--- config.mk ---
export PLATFORM = sky130hd
export DESIGN_NAME = apu_frame_sequencer_registers
export DESIGN_NICKNAME = d
export VERILOG_FILES = /design/src/rtl/afsr_pkg.sv /design/src/rtl/afsr_in_stage.sv /design/src/rtl/afsr_core.sv /design/src/rtl/apu_frame_sequencer_registers.sv
export SDC_FILE = /design/constraint.sdc
export NUM_CORES = 1
export LEC_CHECK = 0
export ABC_AREA = 1
export BUFFER_PORTS_ARGS = -buffer_cell sky130_fd_sc_hd__buf_2
export CORE_ASPECT_RATIO = 2
export CORE_MARGIN = 2
export CORE_UTILIZATION = 50
export CTS_CLUSTER_DIAMETER = 100
export DETAILED_ROUTE_END_ITERATION = 16
export PLACE_DENSITY = 0.74
export SYNTH_ARGS = -nofsm -noshare
export SYNTH_HDL_FRONTEND = slang
export SYNTH_SLANG_ARGS = --single-unit
--- constraint.sdc ---
create_clock -name clk -period 6.8 [get_ports clk]
set_input_delay 1.02 -clock clk [delete_from_list [all_inputs] [get_ports clk]]
set_output_delay 1.02 -clock clk [all_outputs]
set_load 0.01 [all_outputs]
--- src/rtl/afsr_pkg.sv ---
// ----------------------------------------------------------------------------
// afsr_pkg: shared types and constants for the sound control block
// Beat payload structs, action codes, register addresses and length table.
// ----------------------------------------------------------------------------
`default_nettype none
package afsr_pkg;

  localparam int RegFileDepth = 16;
  localparam logic [4:0]  AddrStatus = 5'd21;
  localparam logic [4:0]  AddrFrame  = 5'd23;
  localparam logic [15:0] PeriodMax  = 16'h07FF;

  typedef enum logic [1:0] {
    ACT_WRITE = 2'd0,
    ACT_READ  = 2'd1,
    ACT_TICK  = 2'd2,
    ACT_NONE  = 2'd3
  } action_t;

  typedef struct packed {
    logic [1:0] action;
    logic [4:0] address;
    logic [7:0] write_data;
  } in_beat_t;

  typedef struct packed {
    logic [7:0]  read_data;
    logic [3:0]  pulse_one_volume;
    logic [3:0]  pulse_two_volume;
    logic [3:0]  noise_volume;
    logic [10:0] pulse_one_period;
    logic [10:0] pulse_two_period;
    logic        pulse_one_muted;
    logic        pulse_two_muted;
    logic [6:0]  triangle_linear_count;
    logic [3:0]  length_active_mask;
    logic        frame_interrupt;
    logic [2:0]  sequencer_step;
  } out_beat_t;

  function automatic logic [7:0] length_lookup(input logic [4:0] idx);
    logic [7:0] v;
    unique case (idx)
      5'd0: v = 8'd10;   5'd1: v = 8'd254;  5'd2: v = 8'd20;   5'd3: v = 8'd2;
      5'd4: v = 8'd40;   5'd5: v = 8'd4;    5'd6: v = 8'd80;   5'd7: v = 8'd6;
      5'd8: v = 8'd160;  5'd9: v = 8'd8;    5'd10: v = 8'd60;  5'd11: v = 8'd10;
      5'd12: v = 8'd14;  5'd13: v = 8'd12;  5'd14: v = 8'd26;  5'd15: v = 8'd14;
      5'd16: v = 8'd12;  5'd17: v = 8'd16;  5'd18: v = 8'd24;  5'd19: v = 8'd18;
      5'd20: v = 8'd48;  5'd21: v = 8'd20;  5'd22: v = 8'd96;  5'd23: v = 8'd22;
      5'd24: v = 8'd192; 5'd25: v = 8'd24;  5'd26: v = 8'd72;  5'd27: v = 8'd26;
      5'd28: v = 8'd16;  5'd29: v = 8'd28;  5'd30: v = 8'd32;  default: v = 8'd30;
    endcase
    return v;
  endfunction

endpackage
`default_nettype wire

--- src/rtl/afsr_in_stage.sv ---
// ----------------------------------------------------------------------------
// afsr_in_stage: input register
// Captures one beat per cycle whenever the core stage can advance or the register is empty.
// ----------------------------------------------------------------------------
`default_nettype none
module afsr_in_stage import afsr_pkg::*; (
  input  wire logic     clk,
  input  wire logic     rst_n,
  input  wire logic     in_valid,
  output logic          in_ready,
  input  wire in_beat_t in_data,
  input  wire logic     adv,
  output logic          q_valid,
  output in_beat_t      q_data
);
  logic     q_valid_r;
  in_beat_t q_data_r;

  assign in_ready = adv || !q_valid_r;
  assign q_valid  = q_valid_r;
  assign q_data   = q_data_r;

  always_ff @(posedge clk) begin
    if (!rst_n) begin
      q_valid_r <= 1'b0;
    end else if (in_ready) begin
      q_valid_r <= in_valid;
    end
  end

  always_ff @(posedge clk) begin
    if (in_valid && in_ready) begin
      q_data_r <= in_data;
    end
  end
endmodule
`default_nettype wire

--- src/rtl/afsr_core.sv ---
// ----------------------------------------------------------------------------
// afsr_core: sound control state and result register
// Applies one beat to the full state and registers the result beat.
// ----------------------------------------------------------------------------
`default_nettype none
module afsr_core import afsr_pkg::*; #(
  parameter int REG_FILE_DEPTH = RegFileDepth
) (
  input  wire logic     clk,
  input  wire logic     rst_n,
  input  wire logic     q_valid,
  input  wire in_beat_t q_data,
  output logic          adv,
  output logic          out_valid,
  input  wire logic     out_ready,
  output out_beat_t     out_data
);
  localparam int AW = $clog2(REG_FILE_DEPTH);

  logic [7:0] regs_r [REG_FILE_DEPTH];
  logic [4:0] en_r;
  logic [7:0] len_r [4];
  logic [2:0] es_r, el_r, ec_r;
  logic [3:0] ediv_r [3], edec_r [3], elev_r [3];
  logic [1:0] sen_r, sneg_r, srel_r, smute_r;
  logic [2:0] ssh_r [2];
  logic [3:0] sper_r [2], sdiv_r [2];
  logic [10:0] per_r [2];
  logic lc_r, lr_r, five_r, inh_r, irq_r;
  logic [6:0] lrv_r, lcnt_r;
  logic [2:0] step_r;
  logic out_valid_r;
  out_beat_t out_r;

  logic [4:0] en_nxt;
  logic [7:0] len_nxt [4];
  logic [2:0] es_nxt, el_nxt, ec_nxt;
  logic [3:0] ediv_nxt [3], edec_nxt [3], elev_nxt [3];
  logic [1:0] sen_nxt, sneg_nxt, srel_nxt, smute_nxt;
  logic [2:0] ssh_nxt [2];
  logic [3:0] sper_nxt [2], sdiv_nxt [2];
  logic [10:0] per_nxt [2];
  logic lc_nxt, lr_nxt, five_nxt, inh_nxt, irq_nxt;
  logic [6:0] lrv_nxt, lcnt_nxt;
  logic [2:0] step_nxt;
  logic [7:0] rd;
  logic qclk, hclk, fire;
  logic [3:0] halt;
  logic [15:0] cur, dlt, tgt;
  logic [1:0] act;
  logic [4:0] a;
  logic [7:0] v;
  out_beat_t res;

  assign adv  = out_ready || !out_valid_r;
  assign fire = q_valid && adv;
  assign act  = q_data.action;
  assign a    = q_data.address;
  assign v    = q_data.write_data;

  always_comb begin
    en_nxt = en_r; es_nxt = es_r; el_nxt = el_r; ec_nxt = ec_r;
    sen_nxt = sen_r; sneg_nxt = sneg_r; srel_nxt = srel_r; smute_nxt = smute_r;
    lc_nxt = lc_r; lr_nxt = lr_r; five_nxt = five_r; inh_nxt = inh_r;
    irq_nxt = irq_r; lrv_nxt = lrv_r; lcnt_nxt = lcnt_r; step_nxt = step_r;
    rd = 8'd0; qclk = 1'b0; hclk = 1'b0;
    cur = '0; dlt = '0; tgt = '0;
    for (int i = 0; i < 4; i++) len_nxt[i] = len_r[i];
    for (int i = 0; i < 3; i++) begin
      ediv_nxt[i] = ediv_r[i]; edec_nxt[i] = edec_r[i]; elev_nxt[i] = elev_r[i];
    end
    for (int i = 0; i < 2; i++) begin
      ssh_nxt[i] = ssh_r[i]; sper_nxt[i] = sper_r[i];
      sdiv_nxt[i] = sdiv_r[i]; per_nxt[i] = per_r[i];
    end
    halt = {regs_r[12][5], regs_r[8][7], regs_r[4][5], regs_r[0][5]};

    // Register write, register read and frame sequencer decoding.
    unique case (action_t'(act))
      ACT_WRITE: begin
        if (a == AddrStatus) begin
          en_nxt = v[4:0];
          for (int p = 0; p < 4; p++) if (!v[p]) len_nxt[p] = 8'd0;
        end else if (a == AddrFrame) begin
          five_nxt = v[7];
          inh_nxt = v[6];
          if (v[6]) irq_nxt = 1'b0;
          step_nxt = 3'd0;
          qclk = v[7];
          hclk = v[7];
        end else if (a < 5'(REG_FILE_DEPTH)) begin
          if (a < 5'd8) begin
            unique case (a[1:0])
              2'd0: begin
                el_nxt[a[2]] = v[5]; ec_nxt[a[2]] = v[4]; elev_nxt[a[2]] = v[3:0];
              end
              2'd1: begin
                sen_nxt[a[2]] = v[7]; sper_nxt[a[2]] = {1'b0, v[6:4]} + 4'd1;
                sneg_nxt[a[2]] = v[3]; ssh_nxt[a[2]] = v[2:0];
                srel_nxt[a[2]] = 1'b1;
              end
              2'd2: per_nxt[a[2]] = {per_r[a[2]][10:8], v};
              default: begin
                if (en_r[a[2]]) len_nxt[a[2]] = length_lookup(v[7:3]);
                per_nxt[a[2]] = {v[2:0], per_r[a[2]][7:0]};
                es_nxt[a[2]] = 1'b1;
              end
            endcase
          end else if (a == 5'd8) begin
            lc_nxt = v[7]; lrv_nxt = v[6:0];
          end else if (a == 5'd11) begin
            if (en_r[2]) len_nxt[2] = length_lookup(v[7:3]);
            lr_nxt = 1'b1;
          end else if (a == 5'd12) begin
            el_nxt[2] = v[5]; ec_nxt[2] = v[4]; elev_nxt[2] = v[3:0];
          end else if (a == 5'd15) begin
            if (en_r[3]) len_nxt[3] = length_lookup(v[7:3]);
            es_nxt[2] = 1'b1;
          end
        end
      end
      ACT_READ: begin
        if (a == AddrStatus) begin
          rd = {1'b0, irq_r, 1'b0, en_r};
          irq_nxt = 1'b0;
        end else if (a < 5'(REG_FILE_DEPTH)) begin
          rd = regs_r[a[AW-1:0]];
        end
      end
      ACT_TICK: begin
        if (!five_r) begin
          qclk = 1'b1;
          hclk = (step_r == 3'd1) || (step_r == 3'd3);
          if (step_r == 3'd3 && !inh_r) irq_nxt = 1'b1;
          step_nxt = (step_r >= 3'd3) ? 3'd0 : step_r + 3'd1;
        end else begin
          qclk = (step_r != 3'd3);
          hclk = (step_r == 3'd1) || (step_r == 3'd4);
          step_nxt = (step_r >= 3'd4) ? 3'd0 : step_r + 3'd1;
        end
      end
      default: ;
    endcase

    // Quarter frame: envelopes and linear counter.
    if (qclk) begin
      for (int i = 0; i < 3; i++) begin
        if (es_r[i]) begin
          es_nxt[i] = 1'b0; edec_nxt[i] = 4'd15; ediv_nxt[i] = elev_r[i];
        end else if (ediv_r[i] != 4'd0) begin
          ediv_nxt[i] = ediv_r[i] - 4'd1;
        end else begin
          ediv_nxt[i] = elev_r[i];
          if (edec_r[i] != 4'd0) edec_nxt[i] = edec_r[i] - 4'd1;
          else if (el_r[i]) edec_nxt[i] = 4'd15;
        end
      end
      if (lr_r) lcnt_nxt = lrv_r;
      else if (lcnt_r != 7'd0) lcnt_nxt = lcnt_r - 7'd1;
      if (!lc_r) lr_nxt = 1'b0;
    end

    // Half frame: length counters and sweeps.
    if (hclk) begin
      for (int i = 0; i < 4; i++)
        if (!halt[i] && len_r[i] != 8'd0) len_nxt[i] = len_r[i] - 8'd1;
      for (int c = 0; c < 2; c++) begin
        if (srel_r[c]) begin
          sdiv_nxt[c] = sper_r[c]; srel_nxt[c] = 1'b0;
        end else if (sdiv_r[c] != 4'd0) begin
          sdiv_nxt[c] = sdiv_r[c] - 4'd1;
        end else begin
          sdiv_nxt[c] = sper_r[c];
          if (sen_r[c] && ssh_r[c] != 3'd0) begin
            cur = {5'd0, per_r[c]};
            dlt = cur >> ssh_r[c];
            if (!sneg_r[c]) tgt = cur + dlt;
            else if (c == 0) tgt = cur + ~dlt;
            else tgt = cur - dlt;
            if (tgt < 16'd8 || tgt > PeriodMax) smute_nxt[c] = 1'b1;
            else begin
              per_nxt[c] = tgt[10:0]; smute_nxt[c] = 1'b0;
            end
          end
        end
      end
    end

    res.read_data = rd;
    res.pulse_one_volume = ec_nxt[0] ? elev_nxt[0] : edec_nxt[0];
    res.pulse_two_volume = ec_nxt[1] ? elev_nxt[1] : edec_nxt[1];
    res.noise_volume = ec_nxt[2] ? elev_nxt[2] : edec_nxt[2];
    res.pulse_one_period = per_nxt[0];
    res.pulse_two_period = per_nxt[1];
    res.pulse_one_muted = smute_nxt[0];
    res.pulse_two_muted = smute_nxt[1];
    res.triangle_linear_count = lcnt_nxt;
    for (int i = 0; i < 4; i++) res.length_active_mask[i] = (len_nxt[i] != 8'd0);
    res.frame_interrupt = irq_nxt;
    res.sequencer_step = step_nxt;
  end

  always_ff @(posedge clk) begin
    if (!rst_n) begin
      for (int i = 0; i < REG_FILE_DEPTH; i++) regs_r[i] <= 8'd0;
      en_r <= '0; es_r <= '0; el_r <= '0; ec_r <= '0;
      sen_r <= '0; sneg_r <= '0; srel_r <= '0; smute_r <= '0;
      lc_r <= 1'b0; lr_r <= 1'b0; five_r <= 1'b0; inh_r <= 1'b0; irq_r <= 1'b0;
      lrv_r <= '0; lcnt_r <= '0; step_r <= '0;
      for (int i = 0; i < 4; i++) len_r[i] <= '0;
      for (int i = 0; i < 3; i++) begin
        ediv_r[i] <= '0; edec_r[i] <= '0; elev_r[i] <= '0;
      end
      for (int i = 0; i < 2; i++) begin
        ssh_r[i] <= '0; sper_r[i] <= '0; sdiv_r[i] <= '0; per_r[i] <= '0;
      end
      out_valid_r <= 1'b0;
    end else begin
      if (adv) out_valid_r <= q_valid;
      if (fire) begin
        if (act == ACT_WRITE && a < 5'(REG_FILE_DEPTH)) regs_r[a[AW-1:0]] <= v;
        en_r <= en_nxt; es_r <= es_nxt; el_r <= el_nxt; ec_r <= ec_nxt;
        sen_r <= sen_nxt; sneg_r <= sneg_nxt; srel_r <= srel_nxt; smute_r <= smute_nxt;
        lc_r <= lc_nxt; lr_r <= lr_nxt; five_r <= five_nxt; inh_r <= inh_nxt;
        irq_r <= irq_nxt; lrv_r <= lrv_nxt; lcnt_r <= lcnt_nxt; step_r <= step_nxt;
        for (int i = 0; i < 4; i++) len_r[i] <= len_nxt[i];
        for (int i = 0; i < 3; i++) begin
          ediv_r[i] <= ediv_nxt[i]; edec_r[i] <= edec_nxt[i]; elev_r[i] <= elev_nxt[i];
        end
        for (int i = 0; i < 2; i++) begin
          ssh_r[i] <= ssh_nxt[i]; sper_r[i] <= sper_nxt[i];
          sdiv_r[i] <= sdiv_nxt[i]; per_r[i] <= per_nxt[i];
        end
      end
    end
  end

  always_ff @(posedge clk) begin
    if (fire) out_r <= res;
  end

  assign out_valid = out_valid_r;
  assign out_data  = out_r;

  a_step_range: assert property (@(posedge clk) disable iff (!rst_n)
    step_r <= 3'd4) else $error("sequencer step out of range");
  a_four_step: assert property (@(posedge clk) disable iff (!rst_n)
    !five_r |-> step_r <= 3'd3) else $error("four-step index out of range");
  a_status_clear: assert property (@(posedge clk) disable iff (!rst_n)
    fire && act == ACT_READ && a == AddrStatus |=> !irq_r)
    else $error("status read did not clear interrupt");
  a_hold: assert property (@(posedge clk) disable iff (!rst_n)
    out_valid_r && !out_ready |=> $stable(out_r)) else $error("result changed under stall");
endmodule
`default_nettype wire

--- src/rtl/apu_frame_sequencer_registers.sv ---
// ----------------------------------------------------------------------------
// apu_frame_sequencer_registers: control section of a sound unit
// Register file, length counters, envelopes, sweeps, linear counter and
// frame sequencer, driven by bus writes, bus reads and quarter-frame ticks.
// ----------------------------------------------------------------------------
// Each input beat is a register write, a register read, one quarter-frame
// tick of the sequencer or a no-op. Every input beat produces exactly one
// result beat that carries the read byte and a snapshot of the channel
// state after it. A beat sits in the input register after it is accepted,
// the state update and result are computed from there in a single pass,
// and the result register takes them once it is free or being read. One
// beat is taken every cycle while the result side keeps up. When the
// receiver stalls the result beat holds steady, the input register takes
// a beat only while it is empty, and in_ready stays low until the result
// is taken. Synchronous reset clears the register file and all counter,
// sweep and sequencer state and empties both registers.
// ----------------------------------------------------------------------------
`default_nettype none
module apu_frame_sequencer_registers import afsr_pkg::*; #(
  parameter int REG_FILE_DEPTH = RegFileDepth
) (
  input  wire logic     clk,
  input  wire logic     rst_n,
  input  wire logic     in_valid,
  output logic          in_ready,
  input  wire in_beat_t in_data,
  output logic          out_valid,
  input  wire logic     out_ready,
  output out_beat_t     out_data
);
  logic     adv;
  logic     q_valid;
  in_beat_t q_data;

  // Input register: decouples the bus from the state update.
  afsr_in_stage u_in (
    .clk, .rst_n, .in_valid, .in_ready, .in_data,
    .adv, .q_valid, .q_data
  );

  // State update and result register.
  afsr_core #(.REG_FILE_DEPTH(REG_FILE_DEPTH)) u_core (
    .clk, .rst_n, .q_valid, .q_data, .adv,
    .out_valid, .out_ready, .out_data
  );
endmodule
`default_nettype wire
-- After elaboration in Yosys (flattened, before gate mapping)
Memory sizes are Yosys's and may differ from the RTL's. A register that Yosys moved wholly into a read port is not among the register bits.
Cells that the tools add are included.
- add/subtract/negate cells: 19
- eq/ne operators: 17
- $lt $le $gt $ge: 15
- shift-type cells: 2
- bitwise operators: 30
- muxes and demuxes: 250
- reductions and logical operators: 59
- operator list (kind ; number):
    8-bit 2-to-1 mux ; 35
    32-bit 2-to-1 mux ; 7
    16-bit 2-to-1 mux ; 13
    4-bit 2-to-1 mux ; 46
    22-bit 2-to-1 mux ; 6
    11-bit 2-to-1 mux ; 11
    12-bit 2-to-1 mux ; 7
    8-bit nonzero test ; 8
    3-bit 2-to-1 mux ; 20
    1-bit 2-to-1 mux ; 59
    11-bit by 16-bit adder with 16-bit output ; 3
    22-bit bitwise mux ; 2
    22-bit case mux with 2 select lines ; 1
    6-bit 2-to-1 mux ; 6
    7-bit 2-to-1 mux ; 5
    32-bit bitwise mux ; 1
    16-bit by 11-bit greater-than comparator with 1-bit output, second input constant ; 2
    16-bit by 4-bit less-than comparator with 1-bit output, second input constant ; 2
    4-bit nonzero test ; 8
    11-bit by 3-bit >> shifter with 16-bit output ; 2
    4-bit by 1-bit subtractor with 4-bit output, second input constant ; 8
    8-bit by 1-bit subtractor with 8-bit output, second input constant ; 4
    1-bit OR ; 21
    7-bit AND reduction ; 3
    other kinds (59) ; 112
- memory bits (read-only): 672
- memories kept: 12
- bits in writable memories: 240
- output and inout port bits: 61
- bits in registers: 120
- logic and storage cells: 439
- memory list (name ; depth ; bits a word ; read ports ; clocked after memory_dff ; write ports ; line ; RTL):
    (no name shown) ; 32 ; 7 ; 1 ; 1 ; 0 ; afsr_pkg.sv:43 ; unique case (idx)
    (no name shown) ; 32 ; 7 ; 1 ; 1 ; 0 ; afsr_pkg.sv:43 ;
    (no name shown) ; 32 ; 7 ; 1 ; 1 ; 0 ; afsr_pkg.sv:43 ;
    u_core.regs_r ; 16 ; 8 ; 5 ; 1 ; 16 ; afsr_core.sv:20 ; logic [7:0] regs_r [REG_FILE_DEPTH];
    u_core.len_r ; 4 ; 8 ; 4 ; 0 ; 4 ; afsr_core.sv:22 ; logic [7:0] len_r [4];
    u_core.per_r ; 2 ; 11 ; 3 ; 1 ; 2 ; afsr_core.sv:28 ; logic [10:0] per_r [2];
    +6 memories ; - ; - ; - ; - ; - ; - ;

-- Longest topological paths before layout
Gate-level depths: netlist (run 1).
- word-level depth: 20
- gate-level depth with buffers: 30

-- Modules after synthesis
From an unflattened synthesis (run 1), not the netlist that was laid out.
- cells, all modules: 2268
- area, all modules: 19874.1 um^2
- by module, submodules not included (module ; sequential area each (um^2) ; cells each ; instances ; area an instance (um^2)):
    afsr_core ; 9879.5 ; 2246 ; 1 ; 19372.3
    afsr_in_stage ; 470.5 ; 22 ; 1 ; 501.7

-- Worst setup path before layout (run 1)
OpenSTA, ideal clock, no wires.
- path kind: in2reg
- from: in out_ready
- to: mem u_core.edec_r[0][0], enable pin
- cell stages on the path: 7
- slack: 1.530 ns
- path buffers: 1
- data arrival time: 4.799 ns
- path through: inv_1 -> nand2_1 -> nand2_1 -> clkinv_1 -> nor2_1 -> inv_1 -> clkbuf_1
- RTL lines (what ; line ; RTL):
    from (decl) ; apu_frame_sequencer_registers.sv:28 ; input wire logic out_ready,
    to (decl) ; afsr_core.sv:24 ; logic [3:0] ediv_r [3], edec_r [3], elev_r [3];

==> results of run 1 <==
## cell families (layout without fill, tap and decap cells)
kind of cell,count (synthesis),count (layout)
muxes,7,7
DFF,371,371
xor gates and xnor gates,63,63
and+or+nand+nor,957,957
AOI/OAI and AO/OA,574,574
adders and majority gates,55,55
buffers and inverters,370,436
## metal layers
layer	vias to the layer above	GRT usage [%]
met5	-	0
met4	2	20.7
met3	247	3.40
met2	791	50.8
met1	8291	30.1
li1	8323	-
## cells in the mapped netlist, drive strengths merged
| cell | n | share of area [%] |
|---|---|---|
| o221ai | 27 | 1.1 |
| o32ai | 4 | 0.17 |
| a211oi | 2 | 0.073 |
| o21bai | 3 | 0.11 |
| or2 | 8 | 0.24 |
| clkbuf | 70 | 1.3 |
| o22ai | 40 | 1.2 |
| a22o | 1 | 0.042 |
| a21o | 3 | 0.11 |
| clkinv | 5 | 0.091 |
| a21oi | 134 | 3.2 |
| nor4 | 4 | 0.12 |
| edfxtp | 314 | 46 |
| dfxtp | 57 | 5.5 |
| nand3 | 106 | 2.7 |
| o311ai | 3 | 0.13 |
| nor3 | 24 | 0.69 |
| nand4 | 27 | 0.82 |
| a2111oi | 1 | 0.049 |
| a311oi | 2 | 0.085 |
| o21a | 9 | 0.33 |
| nor2 | 399 | 7.5 |
| a22oi | 9 | 0.33 |
| o31ai | 2 | 0.073 |
| fa | 2 | 0.19 |
| inv | 272 | 4.9 |
| xnor2 | 12 | 0.51 |
| a41oi | 1 | 0.042 |
| xor2 | 51 | 2.2 |
| a21boi | 4 | 0.15 |
| o21ai | 275 | 6.7 |
| nand3b | 6 | 0.22 |
| a31oi | 14 | 0.42 |
| ha | 53 | 3.2 |
| o2111ai | 3 | 0.13 |
| o211ai | 31 | 1.2 |
| nand2 | 383 | 7.1 |
| o22a | 1 | 0.042 |
| mux2i | 7 | 0.34 |
| a32o | 3 | 0.15 |
| buf | 23 | 0.69 |
| a32oi | 2 | 0.085 |
## worst max-delay path: cells and delay by family (launching register included)
| kind | cells | cell delay [ps] |
|---|---|---|
| and+or+nand+nor | 12 | 1960 |
| adders and majority gates | 2 | 700 |
| AOI/OAI and AO/OA | 4 | 660 |
| DFF | 1 | 620 |
| xor gates and xnor gates | 2 | 380 |
| buffers and inverters | 2 | 280 |
## layout make-up
type | instances | area share [%]
Clock inverter | 16 | 0.886
Inverter | 277 | 4.61
Multi-Input combinational cell | 1656 | 38.2
Clock buffer | 46 | 4.27
Timing Repair Buffer | 97 | 2.35
Tap cell | 535 | 2.96
Sequential cell | 371 | 46.8
## sequential cells by signal, indices dropped and copies added (netlist names), 2 cells and up, named ones only
| signal | flops |
|---|---|
| u_core.regs_r | 128 |
| u_core.out_data | 59 |
| u_core.len_r | 32 |
| u_core.per_r | 22 |
| u_in.q_data | 15 |
| u_core.edec_r | 12 |
| u_core.ediv_r | 12 |
| u_core.elev_r | 12 |
| u_core.sdiv_r | 8 |
| u_core.sper_r | 8 |
| u_core.lcnt_r | 7 |
| u_core.lrv_r | 7 |
| u_core.ssh_r | 6 |
| u_core.en_r | 5 |
| u_core.ec_r | 3 |
| u_core.el_r | 3 |
| u_core.es_r | 3 |
| u_core.step_r | 3 |
| u_core.sen_r | 2 |
| u_core.smute_r | 2 |
| u_core.sneg_r | 2 |
| u_core.srel_r | 2 |
## final timing paths
check             slack [ps]                               end                             start
setup / recovery        1910  u_core.per_r[0][8]$_SDFFCE_PN0N_  u_core.ssh_r[0][0]$_SDFFCE_PN0P_
hold / removal           460          u_core.lc_r$_SDFFE_PN0P_          u_core.lc_r$_SDFFE_PN0P_
setup reg to reg        1910  u_core.per_r[0][8]$_SDFFCE_PN0N_  u_core.ssh_r[0][0]$_SDFFCE_PN0P_
hold reg to reg          460          u_core.lc_r$_SDFFE_PN0P_          u_core.lc_r$_SDFFE_PN0P_
## power groups by stage
stage          combinational, mW  clock (mW)  sequential, mW
2_1_floorplan              0.574           0            2.68
3_3_place_gp               0.795           0            2.70
3_5_place_dp               0.807           0            2.70
4_1_cts                    0.814        2.03            2.65
5_1_grt                    0.915        2.12            2.66
6_report                   0.822        2.02            2.65
==> results.json, run 1 <==
{
  "grt_pass1_vias": 17700,
  "powerDensity_nw_per_um2": 243,
  "antenna_left": 0,
  "critical_path_class": "flop to flop",
  "worst_setup_path_start_kind": "flop",
  "slew_viol_final": 0,
  "maxSlewHeadroom_pct": 27.4,
  "worst_ep_required_time_ps": 7090,
  "io_pins": 80,
  "drive_above_1_share_pct": 8.69,
  "vias": 17700,
  "fp.dieArea_um2": 43000,
  "seq_area_um2": 10600,
  "cts_hold_buf": 0,
  "cts_inserted_buffers": 34,
  "grtUsageTotal_pct": 28.3,
  "p_leak_nw": 9.19,
  "port_buffers": 79,
  "start_util_pct": 50.5,
  "nFillCells": 3616,
  "avgSynthCellArea_um2": 8.61,
  "netlist_area_um2": 20600,
  "p_int_mw": 3.95,
  "hold_viol_final": 0,
  "hold_slack_ps": 463,
  "h-tree-depth": 2,
  "vdd_drop_max_v": 0.000241,
  "final-instance-count-excl-fill": 2998,
  "worstPathArrival_ps": 5180,
  "finalWirelength_um": 61300,
  "core_area_um2": 40900,
  "drtIter0Drc": 1528,
  "vias_per_cell": 5.89,
  "syn2layout_area_growth_pct": 9.52,
  "rr_worst_depth": 22,
  "wl_met3_um": 3540,
  "synth_nets": 2471,
  "seqPwrFrac_pct": 48.3,
  "die_y_um": 291,
  "finalNetCount": 2511,
  "dpl.hpwl_um": 44600,
  "clk_path_buf_depth": 3,
  "setup_viol": 0,
  "report.power.total_mw": 5.50,
  "overflow": 0,
  "die_width_um": 148,
  "insertion_delay_ps": 560,
  "yosysSeqAreaShare_pct": 51.2,
  "wl_met2_um": 31400,
  "multi_input_area_um2": 8630,
  "synth_xor_xnor_area_share_pct": 2.67,
  "syn_inst": 2397,
  "place_ws_ps": 1900,
  "p_comb_share_pct": 15.0,
  "dr.pass1.iters": 6,
  "synth_adder_area_share_pct": 3.41,
  "cp_common_cell": "nand2_1",
  "final.min_clock_period_ps": 4890,
  "final_util_pct": 55.3,
  "outcome": "finished clean",
  "path_max_fanout": 14,
  "place.gp.congestion": 0.966,
  "synth_top_family_by_area": "simple AND/OR/NAND/NOR gates",
  "cts_tree": "done",
  "rsz0062_at_grt": "no",
  "ys_warn_count": 0,
  "cts.repair.resized": 0,
  "crit_chain": "inv_2, nand2_1, o21ai_0, nand2_1, o21ai_0, nand2_1, o311ai_0, xor2_1, ha_1, fa_1, nand3_1, nand3_1, a21oi_1, inv_1, nand2_1, nand2_1, xor2_1, nand4_1, nand2_1, nand2_1, nand2_1, nor2_1",
  "grt_pass1_wl_um": 94800,
  "switching_share_pct": 28.0,
  "p_switching_mw": 1.54,
  "root_buffer": "clkbuf_16",
  "final_common_cell": "nor2_1",
  "clkSinkCount": 371,
  "drc": 0,
  "grt_antenna_before_repair": 1,
  "cp_slowest_cell": "edfxtp_1",
  "wl_per_cell_um": 20.4,
  "slowest_delay_ps": 620,
  "antenna_cells": 0,
  "postLayoutCellArea_um2": 22600,
  "worstMarginPinSlew_ps": 1090,
  "synth_compound_area_share_pct": 16.0,
  "hold_class": "flop to flop",
  "topRoutingLayerUsed": "met5",
  "rows": 105,
  "ys_seq_elements": 371,
  "p_clk_share_pct": 36.7,
  "ys_types": 57,
  "dpl-instance-area_um2": 21400,
  "cp-end-kind": "flop",
  "yosys.area_share.simple_pct": 19.4,
  "postLayoutSetupSlackWorst_ps": 1910,
  "clk_pin_slew_worst_paths_ps": 70,
  "clock_skew_ps": 28.6,
  "m1WireLength_um": 21100,
  "period_share_pct": 72.0,
  "final_cell_mix": "nor2_1 (386), nand2_1 (372), edfxtp_1 (314)",
  "maxCapViolations": 0,
  "synth_mux_area_share_pct": 0.340,
  "grt_max_degree": 67,
  "tns_ps": 0,
  "postCtsSetupBuffers": 0,
  "fmax_mhz": 204,
  "hold_depth": 2,
  "post-place-cells": 2936
}
No activity file was read; power rests on OpenSTA's default activity.
==> run 2, diff against run 1 <==
Clock period 6.8 ns to 4.6 ns, I/O delays scaled along.
==> results.json, run 2 (synthesis results as in run 1) <==
{
  "use_met2_pct": 51.3,
  "regMostFlops": "u_core.regs_r",
  "fp.dieArea_um2": 43000,
  "maxCapViolations": 0,
  "cts_tree": "done",
  "p_switching_mw": 2.27,
  "p_comb_share_pct": 15.6,
  "drive_above_1_share_pct": 9.36,
  "grtUsageTotal_pct": 28.3,
  "clk_path_buf_depth": 3,
  "grt_pass1_wl_um": 95700,
  "crit_chain": "buf_4, o21ai_0, o21ai_0, nand2_1, o311ai_0, xor2_1, ha_1, fa_1, nand3_1, nand3_1, a21oi_1, inv_1, nand2_1, nand2_1, xor2_1, nand4_1, nand2_2, nand2_1, nand2_1, nor2_1",
  "cts_inserted_buffers": 31,
  "clk_pin_slew_worst_paths_ps": 70,
  "start_util_pct": 50.5,
  "clkSinkCount": 371,
  "overflow": 0,
  "final.min_clock_period_ps": 4320,
  "vias_per_cell": 5.92,
  "cp_common_cell": "nand2_1",
  "powerDensity_nw_per_um2": 354,
  "critical_path_class": "flop to flop",
  "final_util_pct": 55.6,
  "cp_slowest_cell": "fa_1",
  "cp-end-kind": "flop",
  "p_clk_share_pct": 35.7,
  "grt_antenna_before_repair": 2,
  "grt_pass1_vias": 17900,
  "drc": 0,
  "worstPathArrival_ps": 4630,
  "finalWirelength_um": 61600,
  "worst_ep_required_time_ps": 4910,
  "maxSlewHeadroom_pct": 23.5,
  "p_leak_nw": 9.25,
  "h-tree-depth": 1,
  "slew_viol_final": 0,
  "report.power.total_mw": 8.04,
  "hold_class": "input pin to flop",
  "dr.pass1.iters": 8,
  "largest_reg_flops": 128,
  "finalNetCount": 2528,
  "slowest_delay_ps": 440,
  "syn2layout_area_growth_pct": 10.1,
  "antenna_left": 0,
  "grtUsageMet3_pct": 3.73,
  "core_area_um2": 40900,
  "globalRouteMet1Util_pct": 30.1,
  "vdd_drop_max_v": 0.000344,
  "dpl.hpwl_um": 44600,
  "period_share_pct": 93.9,
  "path_max_fanout": 12,
  "rsz0062_at_grt": "no",
  "grt-busiest-layer": "met2",
  "switching_share_pct": 28.2,
  "die_y_um": 291,
  "clock_skew_ps": 23.3,
  "hold_viol_final": 0,
  "drtIter0Drc": 1617,
  "port_buffers": 79,
  "place.gp.congestion": 0.957,
  "cts_hold_buf": 0,
  "tns_ps": 0,
  "worst_setup_path_start_kind": "flop",
  "fmax_mhz": 232,
  "final_cell_mix": "nor2_1 (386), nand2_1 (371), edfxtp_1 (314)",
  "die_width_um": 148,
  "setup_viol": 0,
  "worstMarginPinSlew_ps": 1150,
  "io_pins": 80,
  "seqPwrFrac_pct": 48.7,
  "vias": 17800,
  "insertion_delay_ps": 620,
  "grt_max_degree": 98,
  "outcome": "finished clean",
  "rows": 105,
  "final_common_cell": "nor2_1",
  "p_int_mw": 5.77,
  "wl_per_cell_um": 20.4,
  "root_buffer": "clkbuf_16"
}
-- run 2: cell types whose count changed in the layout (fill, tap and decap cells not counted), sizes merged --
| cell | previous run | this run |
|---|---|---|
| buf | 97 | 117 |
| clkbuf | 46 | 39 |
| clkinvlp | 0 | 2 |
| bufinv | 3 | 4 |
| diode | 0 | 1 |
-- run 2: path summary, 6_finish.rpt --
kind	start	to	slack (ps)	cells past startpoint
worst max-delay path	u_core.ssh_r[0][0]$_SDFFCE_PN0P_	u_core.per_r[0][8]$_SDFFCE_PN0N_	280	20
worst min-delay path	in_data[2]	u_in.q_data[2]$_DFFE_PP_	270	1
worst max register to register	u_core.ssh_r[0][0]$_SDFFCE_PN0P_	u_core.per_r[0][8]$_SDFFCE_PN0N_	280	20
worst min register to register	u_core.sen_r[1]$_SDFFE_PN0P_	u_core.sen_r[1]$_SDFFE_PN0P_	470	2
-- run 2: worst max-delay path, delay by kind of cell (launching register included) --
| family | cells | cell delay (ps) |
|---|---|---|
| buffers and inverters | 2 | 300 |
| AOI/OAI and AO/OA | 4 | 940 |
| adders and majority gates | 2 | 700 |
| DFF | 1 | 430 |
| and+or+nand+nor | 10 | 1130 |
| xor gates and xnor gates | 2 | 510 |
-- run 2: layout make-up --
type	count	area [um^2]
antenna	1	2.50
clock inverter	19	214
tap	535	669
fill	3615	18100
timing repair buffer	117	693
sequential	371	10600
multi-input combinational	1656	8650
clock buffer	39	880
inverter	277	1040
-- run 2: power groups by stage --
stage / sequential [mW] / combinational (mW) / clock [mW]
finish: 3.92 / 1.25 / 2.87
global route: 3.93 / 1.38 / 3.01
CTS: 3.91 / 1.23 / 2.89
detailed placement: 3.99 / 1.22 / 0
global placement: 3.98 / 1.20 / 0
floorplan: 3.95 / 0.849 / 0
-- run 2: stage by stage --
stage	std cells	instance area, um^2	hold slack (ps)	setup WS [ps]
final	3015	22700	265	282
after global routing	3014	22700	258	8.05
after CTS	3010	22700	252	51.8
after detailed placement	2950	21600	450	-84.9
after global placement	2950	21600	438	32.6
after floorplan	2397	20600	429	220
-- run 2: routing by layer --
layer	wire, um	vias up
met5	7	-
met4	4890	2
met3	3710	276
met2	31800	804
met1	21200	8401
li1	-	8354
-- run 2: repair_timing --
item                                   CTS  global route
setup endpoints to repair               22            47
pin swaps                                0             1
resized for setup                        0             3
gates cloned                             0             0
setup buffers                            2             4
endpoints found under the hold margin    0             0
